### src/rtl/drs_pkg.sv
// Shared constants, codes and beat types of the disk request order scheduler.
`timescale 1ns / 1ps
`default_nettype none
package drs_pkg;

    // Store geometry and field widths.
    localparam int MaxReq  = 32;
    localparam int CylBits = 16;
    localparam int TagBits = 16;
    localparam int IdxW    = (MaxReq > 1) ? $clog2(MaxReq) : 1;
    localparam int CntW    = $clog2(MaxReq + 1);
    localparam int KeyW    = (CylBits > IdxW) ? CylBits : IdxW;

    // Result queue depth.
    localparam int OutqDepth = 4;
    localparam int OutqPtrW  = $clog2(OutqDepth);

    // Configuration port.
    localparam int CfgIdxW  = 2;
    localparam int CfgDataW = CylBits;
    localparam logic [CfgIdxW-1:0] CfgPolicy = 2'd0;
    localparam logic [CfgIdxW-1:0] CfgStart  = 2'd1;
    localparam logic [CfgIdxW-1:0] CfgSweep  = 2'd2;

    // Policy codes.
    localparam logic [2:0] PolFcfs  = 3'd0;
    localparam logic [2:0] PolSstf  = 3'd1;
    localparam logic [2:0] PolLstf  = 3'd2;
    localparam logic [2:0] PolLcfs  = 3'd3;
    localparam logic [2:0] PolScan  = 3'd4;
    localparam logic [2:0] PolCscan = 3'd5;
    localparam logic [2:0] PolLook  = 3'd6;
    localparam logic [2:0] PolClook = 3'd7;

    // Input beat.
    typedef struct packed {
        logic [CylBits-1:0] cylinder;
        logic [TagBits-1:0] page_tag;
        logic               batch_end;
    } t_req;

    // Result beat.
    typedef struct packed {
        logic [TagBits-1:0] served_tag;
        logic               final_res;
    } t_res;

    // Configuration registers as seen by the ordering engine.
    typedef struct packed {
        logic [2:0]         policy;
        logic [CylBits-1:0] start_cylinder;
        logic               sweep_up;
    } t_cfg;

    // Store write from the loader.
    typedef struct packed {
        logic               we;
        logic [IdxW-1:0]    addr;
        logic [CylBits-1:0] cyl;
        logic [TagBits-1:0] tag;
    } t_wr;

    // Batch handed from the loader to the ordering engine.
    typedef struct packed {
        logic            valid;
        logic [CntW-1:0] count;
    } t_job;

    // Engine status back to the loader.
    typedef struct packed {
        logic take;
        logic done;
    } t_eng_st;

endpackage
`default_nettype wire

### src/rtl/drs_front.sv
// Request loader: counts requests, writes the store and hands off closed batches.
`timescale 1ns / 1ps
`default_nettype none
module drs_front
    import drs_pkg::*;
(
    input  wire logic    i_clk,
    input  wire logic    i_rst_n,
    input  wire logic    i_push,
    output logic         o_full,
    input  wire t_req    i_req,
    output t_wr          o_wr,
    output t_job         o_job,
    input  wire t_eng_st i_eng
);

    logic [CntW-1:0] r_count, n_count;
    logic            r_busy, n_busy;
    t_job            r_job, n_job;
    logic            accept;
    logic            has_room;

    assign accept   = i_push && !r_busy;
    assign has_room = (r_count < CntW'(MaxReq));

    // Store write for an accepted request while there is room.
    always_comb begin
        o_wr.we   = accept && has_room;
        o_wr.addr = r_count[IdxW-1:0];
        o_wr.cyl  = i_req.cylinder;
        o_wr.tag  = i_req.page_tag;
    end

    // Batch bookkeeping: the loader stalls from batch end until the engine finishes.
    always_comb begin
        n_count = r_count;
        n_busy  = r_busy;
        n_job   = r_job;
        if (i_eng.take) begin
            n_job.valid = 1'b0;
        end
        if (i_eng.done) begin
            n_busy = 1'b0;
        end
        if (accept) begin
            if (i_req.batch_end) begin
                n_job.valid = 1'b1;
                n_job.count = has_room ? r_count + CntW'(1) : r_count;
                n_count     = '0;
                n_busy      = 1'b1;
            end else if (has_room) begin
                n_count = r_count + CntW'(1);
            end
        end
    end

    always_ff @(posedge i_clk) begin
        if (!i_rst_n) begin
            r_count <= '0;
            r_busy  <= 1'b0;
            r_job   <= '0;
        end else begin
            r_count <= n_count;
            r_busy  <= n_busy;
            r_job   <= n_job;
        end
    end

    assign o_full = r_busy;
    assign o_job  = r_job;

endmodule
`default_nettype wire

### src/rtl/drs_back.sv
// Ordering engine: request store and the scan sequencer that picks the next request.
`timescale 1ns / 1ps
`default_nettype none
module drs_back
    import drs_pkg::*;
(
    input  wire logic i_clk,
    input  wire logic i_rst_n,
    input  wire t_cfg i_cfg,
    input  wire t_wr  i_wr,
    input  wire t_job i_job,
    output t_eng_st   o_eng,
    output logic      o_push,
    output t_res      o_res,
    input  wire logic i_q_full
);

    localparam logic [1:0] StIdle = 2'd0;
    localparam logic [1:0] StScan = 2'd1;
    localparam logic [1:0] StRead = 2'd2;
    localparam logic [1:0] StEmit = 2'd3;

    logic [CylBits-1:0] cyl_mem [MaxReq];
    logic [TagBits-1:0] tag_mem [MaxReq];

    logic [1:0]         r_state, n_state;
    logic [CntW-1:0]    r_n, n_n;
    logic [CntW-1:0]    r_served, n_served;
    logic               r_phase, n_phase;
    logic [CntW-1:0]    r_addr, n_addr;
    logic               r_pv, n_pv;
    logic [IdxW-1:0]    r_pidx, n_pidx;
    logic               r_found, n_found;
    logic [KeyW-1:0]    r_bkey, n_bkey;
    logic [IdxW-1:0]    r_bidx, n_bidx;
    logic [CylBits-1:0] r_pos, n_pos;
    logic [MaxReq-1:0]  r_done, n_done;
    logic [CylBits-1:0] r_rd_cyl;
    logic [TagBits-1:0] r_rd_tag;
    logic [IdxW-1:0]    rd_addr;

    logic               is_seek, is_sweep, cyclic, first_up;
    logic               want_up, asc, maximize, side_ok, cand_ok, better;
    logic [CylBits-1:0] seek_gap;
    logic [KeyW-1:0]    key;
    logic               last_pick;

    // Store: one write port from the loader, one registered read port.
    assign rd_addr = (r_state == StScan) ? r_addr[IdxW-1:0] : r_bidx;

    always_ff @(posedge i_clk) begin
        if (i_wr.we) begin
            cyl_mem[i_wr.addr] <= i_wr.cyl;
            tag_mem[i_wr.addr] <= i_wr.tag;
        end
        r_rd_cyl <= cyl_mem[rd_addr];
        r_rd_tag <= tag_mem[rd_addr];
    end

    // Pick criteria of the current policy and sweep phase.
    always_comb begin
        is_seek  = (i_cfg.policy == PolSstf) || (i_cfg.policy == PolLstf);
        is_sweep = i_cfg.policy[2];
        cyclic   = (i_cfg.policy == PolCscan) || (i_cfg.policy == PolClook);
        first_up = cyclic || i_cfg.sweep_up;
        want_up  = r_phase ? !first_up : first_up;
        asc      = cyclic || want_up;
        maximize = (i_cfg.policy == PolLstf) || (i_cfg.policy == PolLcfs)
                   || (is_sweep && !asc);
        seek_gap = (r_rd_cyl > r_pos) ? r_rd_cyl - r_pos : r_pos - r_rd_cyl;
        if (is_seek) begin
            key = KeyW'(seek_gap);
        end else if (is_sweep) begin
            key = KeyW'(r_rd_cyl);
        end else begin
            key = KeyW'(r_pidx);
        end
        side_ok  = !is_sweep || ((r_rd_cyl >= i_cfg.start_cylinder) == want_up);
        cand_ok  = r_pv && !r_done[r_pidx] && side_ok;
        better   = !r_found || (maximize ? (key > r_bkey) : (key < r_bkey));
    end

    assign last_pick = (r_served + CntW'(1)) == r_n;

    // Sequencer: scan the batch for each pick (again after a sweep turn), then read and emit the winner.
    always_comb begin
        n_state  = r_state;
        n_n      = r_n;
        n_served = r_served;
        n_phase  = r_phase;
        n_addr   = r_addr;
        n_pv     = 1'b0;
        n_pidx   = r_pidx;
        n_found  = r_found;
        n_bkey   = r_bkey;
        n_bidx   = r_bidx;
        n_pos    = r_pos;
        n_done   = r_done;
        o_eng    = '0;
        o_push   = 1'b0;
        o_res.served_tag = r_rd_tag;
        o_res.final_res  = last_pick;
        case (r_state)
            StIdle: begin
                if (i_job.valid) begin
                    o_eng.take = 1'b1;
                    n_n        = i_job.count;
                    n_served   = '0;
                    n_phase    = 1'b0;
                    n_addr     = '0;
                    n_found    = 1'b0;
                    n_pos      = i_cfg.start_cylinder;
                    n_done     = '0;
                    n_state    = StScan;
                end
            end
            StScan: begin
                if (cand_ok && better) begin
                    n_found = 1'b1;
                    n_bkey  = key;
                    n_bidx  = r_pidx;
                end
                if (r_addr < r_n) begin
                    n_pv   = 1'b1;
                    n_pidx = r_addr[IdxW-1:0];
                    n_addr = r_addr + CntW'(1);
                end else if (!r_pv) begin
                    n_addr = '0;
                    if (r_found) begin
                        n_state = StRead;
                    end else if (!r_phase) begin
                        n_phase = 1'b1;
                    end else begin
                        o_eng.done = 1'b1;
                        n_state    = StIdle;
                    end
                end
            end
            StRead: begin
                n_state = StEmit;
            end
            StEmit: begin
                if (!i_q_full) begin
                    o_push         = 1'b1;
                    n_done[r_bidx] = 1'b1;
                    n_pos          = r_rd_cyl;
                    n_served       = r_served + CntW'(1);
                    n_found        = 1'b0;
                    n_addr         = '0;
                    if (last_pick) begin
                        o_eng.done = 1'b1;
                        n_state    = StIdle;
                    end else begin
                        n_state = StScan;
                    end
                end
            end
            default: begin
                n_state = StIdle;
            end
        endcase
    end

    always_ff @(posedge i_clk) begin
        if (!i_rst_n) begin
            r_state  <= StIdle;
            r_served <= '0;
            r_phase  <= 1'b0;
            r_addr   <= '0;
            r_pv     <= 1'b0;
            r_found  <= 1'b0;
            r_done   <= '0;
        end else begin
            r_state  <= n_state;
            r_served <= n_served;
            r_phase  <= n_phase;
            r_addr   <= n_addr;
            r_pv     <= n_pv;
            r_found  <= n_found;
            r_done   <= n_done;
        end
    end

    always_ff @(posedge i_clk) begin
        r_n    <= n_n;
        r_pidx <= n_pidx;
        r_bkey <= n_bkey;
        r_bidx <= n_bidx;
        r_pos  <= n_pos;
    end

    // The engine never serves more requests than the batch holds.
    a_served_bound: assert property (@(posedge i_clk) disable iff (!i_rst_n)
        (r_state != StIdle) |-> (r_served < r_n))
        else $error("served count reached batch size while busy");

    // A result beat goes out only when the result queue has room.
    a_push_room: assert property (@(posedge i_clk) disable iff (!i_rst_n)
        o_push |-> !i_q_full)
        else $error("result pushed into a full queue");

    // Finishing a batch returns the engine to idle.
    a_done_idle: assert property (@(posedge i_clk) disable iff (!i_rst_n)
        o_eng.done |=> (r_state == StIdle))
        else $error("engine not idle after batch done");

    // A served request is marked so that no later scan picks it again.
    a_mark_set: assert property (@(posedge i_clk) disable iff (!i_rst_n)
        (o_push && !last_pick) |=> r_done[$past(r_bidx)])
        else $error("served request not marked");

endmodule
`default_nettype wire

### src/rtl/drs_outq.sv
// Small result queue between the ordering engine and the result port.
`timescale 1ns / 1ps
`default_nettype none
module drs_outq
    import drs_pkg::*;
(
    input  wire logic i_clk,
    input  wire logic i_rst_n,
    input  wire logic i_push,
    input  wire t_res i_data,
    output logic      o_full,
    input  wire logic i_pop,
    output logic      o_empty,
    output t_res      o_data
);

    t_res                r_mem [OutqDepth];
    logic [OutqPtrW-1:0] r_wp, r_rp;
    logic [OutqPtrW:0]   r_cnt;
    logic                do_push, do_pop;

    assign o_full  = (r_cnt == (OutqPtrW+1)'(OutqDepth));
    assign o_empty = (r_cnt == '0);
    assign do_push = i_push && !o_full;
    assign do_pop  = i_pop && !o_empty;
    assign o_data  = r_mem[r_rp];

    // Entry storage.
    always_ff @(posedge i_clk) begin
        if (do_push) begin
            r_mem[r_wp] <= i_data;
        end
    end

    // Pointers and fill level.
    always_ff @(posedge i_clk) begin
        if (!i_rst_n) begin
            r_wp  <= '0;
            r_rp  <= '0;
            r_cnt <= '0;
        end else begin
            if (do_push) begin
                r_wp <= r_wp + OutqPtrW'(1);
            end
            if (do_pop) begin
                r_rp <= r_rp + OutqPtrW'(1);
            end
            if (do_push && !do_pop) begin
                r_cnt <= r_cnt + (OutqPtrW+1)'(1);
            end else if (do_pop && !do_push) begin
                r_cnt <= r_cnt - (OutqPtrW+1)'(1);
            end
        end
    end

endmodule
`default_nettype wire

### src/rtl/disk_request_order_scheduler.sv
// Top level of the disk request order scheduler: configuration registers and wiring.
//
//  Port group          Direction  Beat
//  push/full/i_req     in         one request (cylinder, page tag, batch end)
//  pop/empty/o_res     out        one served tag with its final flag
//  i_cfg_*             in         register write (policy, start cylinder, sweep)
//
// A request that does not end a batch is taken in the cycle it is pushed while full is low.
// After batch end, full stays high until the last result has entered the result queue.
// Each result costs at least one scan of the n stored requests in the ordering
// engine; a sweep policy scans again when it turns to the other side.
// A full result queue stalls the engine; reset is synchronous and needs no clearing pass.
`timescale 1ns / 1ps
`default_nettype none
module disk_request_order_scheduler
    import drs_pkg::*;
(
    input  wire logic                i_clk,
    input  wire logic                i_rst_n,
    input  wire logic                push,
    output logic                     full,
    input  wire t_req                i_req,
    input  wire logic                pop,
    output logic                     empty,
    output t_res                     o_res,
    input  wire logic                i_cfg_we,
    input  wire logic [CfgIdxW-1:0]  i_cfg_idx,
    input  wire logic [CfgDataW-1:0] i_cfg_data
);

    t_cfg    r_cfg;
    t_wr     wr;
    t_job    job;
    t_eng_st eng;
    logic    q_push;
    logic    q_full;
    t_res    q_data;

    // Configuration registers; unknown indexes are ignored.
    always_ff @(posedge i_clk) begin
        if (!i_rst_n) begin
            r_cfg.policy         <= PolFcfs;
            r_cfg.start_cylinder <= '0;
            r_cfg.sweep_up       <= 1'b1;
        end else if (i_cfg_we) begin
            case (i_cfg_idx)
                CfgPolicy: r_cfg.policy         <= i_cfg_data[2:0];
                CfgStart:  r_cfg.start_cylinder <= i_cfg_data[CylBits-1:0];
                CfgSweep:  r_cfg.sweep_up       <= i_cfg_data[0];
                default: begin
                end
            endcase
        end
    end

    drs_front u_front (
        .i_clk   (i_clk),
        .i_rst_n (i_rst_n),
        .i_push  (push),
        .o_full  (full),
        .i_req   (i_req),
        .o_wr    (wr),
        .o_job   (job),
        .i_eng   (eng)
    );

    drs_back u_back (
        .i_clk    (i_clk),
        .i_rst_n  (i_rst_n),
        .i_cfg    (r_cfg),
        .i_wr     (wr),
        .i_job    (job),
        .o_eng    (eng),
        .o_push   (q_push),
        .o_res    (q_data),
        .i_q_full (q_full)
    );

    drs_outq u_outq (
        .i_clk   (i_clk),
        .i_rst_n (i_rst_n),
        .i_push  (q_push),
        .i_data  (q_data),
        .o_full  (q_full),
        .i_pop   (pop),
        .o_empty (empty),
        .o_data  (o_res)
    );

endmodule
`default_nettype wire

### config.mk
export PLATFORM = sky130hd
export DESIGN_NAME = disk_request_order_scheduler
export DESIGN_NICKNAME = d
export VERILOG_FILES = /design/src/rtl/drs_pkg.sv /design/src/rtl/drs_front.sv /design/src/rtl/drs_back.sv /design/src/rtl/drs_outq.sv /design/src/rtl/disk_request_order_scheduler.sv
export SDC_FILE = /design/constraint.sdc
export NUM_CORES = 2
export LEC_CHECK = 0
export BUFFER_PORTS_ARGS = -buffer_cell sky130_fd_sc_hd__buf_4
export CAP_MARGIN = 20
export CORE_MARGIN = 2
export CORE_UTILIZATION = 29
export CTS_CLUSTER_DIAMETER = 50
export CTS_CLUSTER_SIZE = 28
export DETAILED_ROUTE_END_ITERATION = 12
export PLACE_DENSITY = 0.52
export SKIP_CTS_REPAIR_TIMING = 1
export SLEW_MARGIN = 20
export SYNTH_ARGS = -nofsm -noshare
export SYNTH_HDL_FRONTEND = slang
export SYNTH_SLANG_ARGS = --single-unit
### constraint.sdc
create_clock -name i_clk -period 5.5 [get_ports i_clk]
set_input_delay 0.275 -clock i_clk [delete_from_list [all_inputs] [get_ports i_clk]]
set_output_delay 0.275 -clock i_clk [all_outputs]
set_load 0.005 [all_outputs]
==> summary.md <==
The DRC violations left was 0. The logs give 27510 for the number of global-route vias before repair and 3 for the maximum buffer depth of the clock tree. The count of nets after finishing is 3349. Row generation in the floorplan step produced 154 rows. After detailed routing, the average wire length per cell comes to 23.08 um. Once detail routing completed, the nets flagged for antenna violations numbered 0. The run gives 0 as the max-slew violation count. The final hold violation count was 0; the max-capacitance violation count was 0. The number of different library cells used by synthesis comes to 72. In this run the biggest area consumer among cell types represents 66.95% of the synthesized area.

The post-layout instance area is 60510 um^2, and the net count of the mapped netlist is 3138. The core region is 175700 um^2. The setup skew after layout was 47.96 ps. Power spread over the standard cell area amounts to 387.6 nW/um^2.

The setup TNS is 0 ps, and the area of placed instances is 55260 um^2. The commonest cells after synthesis are sky130_fd_sc_hd__edfxtp_1 (1140), sky130_fd_sc_hd__nand2_1 (372), sky130_fd_sc_hd__mux4_2 (277). The first-pass iteration count of the detailed router was 5.

The aggregate routed wire length was 130.6 mm. The flow ran to the end, and the final reports show no timing, DRC or antenna violations. The logs give 14.46% for the combined global-route utilization of all metal layers and 4 for the number of H-tree levels. After the first detailed-routing iteration, the DRC count stood at 2655. TritonCTS built the clock tree. The number of clock buffers added by TritonCTS is 133. The Yosys step of the flow raised 0 warnings. Entering global routing, the biggest net connects 74 pins. The die outline width is 423.9 um, and the flip-flop and latch count after synthesis is 1264.

Along the worst path, the maximum fanout reaches 16. The dominant cell type by area after synthesis is sky130_fd_sc_hd__edfxtp_1. In the post-synthesis netlist, the cell with the most instances is sky130_fd_sc_hd__edfxtp_1. The logs give 179700 um^2 for the floorplan die area and 5960 ps for the data required time of the worst path.

The largest single stage delay on the critical path is 530 ps. For the final-report setup violation count, the log shows 0. CTS placed an instance of sky130_fd_sc_hd__clkbuf_16 at the clock tree root. Pin placement for this block handled 75 I/O pins. Summing over every cut layer, the via total after detailed routing is 27180.

The sum of overflow across all layers after global routing came out at 0. The first global-routing pass estimated 190.5 mm of wire. During placement, the flow inserted port buffers numbering 74. Of all flip-flops after synthesis, the portion carrying an async set or reset was 0%. The signal on the critical path passes through inv_1 -> ha_1 -> nand4_1 -> nor2_1 -> nand3_1 -> a21oi_4 -> buf_4 -> mux2i_1 -> a21oi_1 -> xor2_1 -> o22ai_1 -> ha_1 -> nand4_1 -> nor2_1 -> nand2_1 -> o31a_1 -> o221ai_1 -> mux2_2 -> a21oi_2 -> buf_12. Summed over all nets, the half-perimeter wirelength after detailed placement is 77.64 mm.

The floorplan step set the die height to 423.9 um. The cell family contributing the most delay on the critical path is compound AO/OA/AOI/OAI gates. The clock reaches the later pin of the worst-skew pair after 790 ps. Counting every instance in the synthesized netlist gives 2996. Final hold analysis gives a worst-case slack of 37.78 ps. Netlist area before placement: 51130 um^2. The number of antenna violations at the first check in global routing is 8. The slowest stage of the critical path belongs to the cell sky130_fd_sc_hd__ha_1.

Setup repair after global routing left no endpoint under its margin. Headroom to the max-slew limit came out at 21.36%. In the synthesized netlist the dominant register cell turns out to be sky130_fd_sc_hd__edfxtp_1. In the final layout, the share of cells above drive strength 1 is 22.35%. Using the TritonRoute via totals, the vias-per-cell ratio works out to 4.804. Clock-pin slew was measured on the worst setup and hold paths at 60 ps. By area the synthesized netlist is led by sky130_fd_sc_hd__edfxtp_1 (67%), sky130_fd_sc_hd__mux4_2 (12%), sky130_fd_sc_hd__dfxtp_1 (4.9%).

The average cell area after synthesis was 17.07 um^2. The reported leakage power came out at 0.02002 uW. The CTS sink count came out at 1264. At the pin with the least slew margin, the transition time is 1177 ps. The tools report the element type at the critical path start as a register. In the finished design, the share of the clock period the worst path needs comes to 94.50%. The number of enable-type register cells in the synthesized netlist was 1140; the buffers plus inverters on the worst setup path was 3. STA classifies the critical path endpoint as a register. Sequential elements use 71.80% of the synthesized area.

Static timing analysis puts the maximum clock frequency at 192.4 MHz. The worst-case IR drop observed on VDD is 0.2491 mV. Post-route minimum period: 5198 ps. The worst min-delay path class is in2reg. For the global placement routability congestion, the log shows 0.8083.

The critical setup path kind was reg2reg. Compared with the post-synthesis result, the final layout area differs by 18.34%. Critical path arrival: 5660 ps. The effective utilization at floorplan was 29.10%.
==> kinds of logic after synthesis <==
family / synth area share (%)
DFF: 71.80
and+or+nand+nor: 6.636
muxes: 13.12
AOI/OAI and AO/OA: 3.644
buffers and inverters: 2.068
adders and majority gates: 2.148
xor gates and xnor gates: 0.5824
==> state kept, by name, summed over array words and instances, names as in the netlist, named ones only <==
name             flops
u_back.r_found       1
u_back.r_bidx        5
u_back.tag_mem     512
u_back.r_done       32
u_back.r_pos        16
u_back.r_pidx        5
u_back.r_phase       1
u_outq.r_rp          2
u_back.r_addr        6
u_back.r_state       1
u_outq.r_mem        68
r_cfg               20
u_front.r_count      6
u_back.cyl_mem     512
u_front.o_job        7
u_back.r_bkey       16
u_outq.r_cnt         3
u_outq.r_wp          2
u_back.r_pv          1
u_back.r_rd_tag     16
u_front.o_full       1
u_back.r_served      6
u_back.r_n           6
u_back.r_rd_cyl     16
==> worst paths after layout <==
| check | start | to | slack [ps] | cells after the start |
|---|---|---|---|---|
| worst max-delay path | u_back.r_rd_cyl[11]$_DFF_P_ | u_back.r_bkey[3]$_DFFE_PP_ | 300 | 20 |
| worst min-delay path | i_rst_n | u_front.o_job[4]$_SDFFE_PN0P_ | 40 | 2 |
| worst max register to register | u_back.r_rd_cyl[11]$_DFF_P_ | u_back.r_bkey[3]$_DFFE_PP_ | 300 | 20 |
| worst min register to register | u_front.o_job[3]$_SDFFE_PN0P_ | u_back.r_n[3]$_DFFE_PP_ | 430 | 0 |
==> worst reg2reg max path, cell delays in order, from the launching register on <==
cell and delay (ps):
sky130_fd_sc_hd__dfxtp_1 380, sky130_fd_sc_hd__inv_1 100, sky130_fd_sc_hd__ha_1 530, sky130_fd_sc_hd__nand4_1 340, sky130_fd_sc_hd__nor2_1 190, sky130_fd_sc_hd__nand3_1 140, sky130_fd_sc_hd__a21oi_4 290, sky130_fd_sc_hd__buf_4 190
sky130_fd_sc_hd__mux2i_1 270, sky130_fd_sc_hd__a21oi_1 130, sky130_fd_sc_hd__xor2_1 160, sky130_fd_sc_hd__o22ai_1 310, sky130_fd_sc_hd__ha_1 200, sky130_fd_sc_hd__nand4_1 100, sky130_fd_sc_hd__nor2_1 90, sky130_fd_sc_hd__nand2_1 100
sky130_fd_sc_hd__o31a_1 300, sky130_fd_sc_hd__o221ai_1 80, sky130_fd_sc_hd__mux2_2 400, sky130_fd_sc_hd__a21oi_2 370, sky130_fd_sc_hd__buf_12 210
==> layout make-up <==
class / instances / area, um^2
well taps: 2340 / 2928
fillers: 16660 / 115200
inverters: 92 / 345.3
clock buffers: 149 / 3461
diodes: 2 / 5.005
multi-input cells: 1485 / 13710
repair buffers: 231 / 2180
clock inverters: 95 / 1169
flip-flops and latches: 1264 / 36720
==> layout by cell type, fill, tap and decap left out, types with 11 or more instances in the layout <==
cell type                       count
sky130_fd_sc_hd__a21boi_0          24
sky130_fd_sc_hd__a21o_1            16
sky130_fd_sc_hd__a21oi_1           78
sky130_fd_sc_hd__and2_1            18
sky130_fd_sc_hd__buf_12            16
sky130_fd_sc_hd__buf_4            154
sky130_fd_sc_hd__clkbuf_1          11
sky130_fd_sc_hd__clkbuf_16        135
sky130_fd_sc_hd__clkinv_1          12
sky130_fd_sc_hd__dfxtp_1          124
sky130_fd_sc_hd__dlygate4sd3_1     55
sky130_fd_sc_hd__edfxtp_1        1140
sky130_fd_sc_hd__ha_1              83
sky130_fd_sc_hd__inv_1             92
sky130_fd_sc_hd__inv_6             21
sky130_fd_sc_hd__inv_8             12
sky130_fd_sc_hd__mux2i_1           20
sky130_fd_sc_hd__mux4_2           277
sky130_fd_sc_hd__nand2_1          372
sky130_fd_sc_hd__nand3_1          175
sky130_fd_sc_hd__nand4_1           12
sky130_fd_sc_hd__nor2_1            68
sky130_fd_sc_hd__nor2_4            32
sky130_fd_sc_hd__nor2b_1           25
sky130_fd_sc_hd__nor3_1            18
sky130_fd_sc_hd__o21ai_0           77
sky130_fd_sc_hd__xnor2_1           18
sky130_fd_sc_hd__xor2_1            16
==> power breakdown <==
group | switching, uW | internal, uW
combinational | 1880 | 1390
clock | 4250 | 5110
sequential | 152 | 10700
total | 6280 | 17200
==> metrics by stage <==
step	setup slack [ps]	instances	util (%)	power, uW
global route	59.05	5657	34.43	24370
global placement	232.0	5345	31.35	14260
floorplan	407.6	2996	-	13150
CTS	63.44	5595	34.08	23650
finish	302.4	5658	34.43	23450
detailed placement	163.0	5351	31.44	14270
==> metal layers <==
| metal | wire length [um] | vias to the layer above | GRT usage, % |
|---|---|---|---|
| li1 | - | 12120 | - |
| met1 | 58510 | 14180 | 19.85 |
| met2 | 62040 | 697 | 23.33 |
| met3 | 6768 | 184 | 2.530 |
| met4 | 3249 | 4 | 4.496 |
| met5 | 27 | - | 0 |
(Power assumes the default switching activity.)
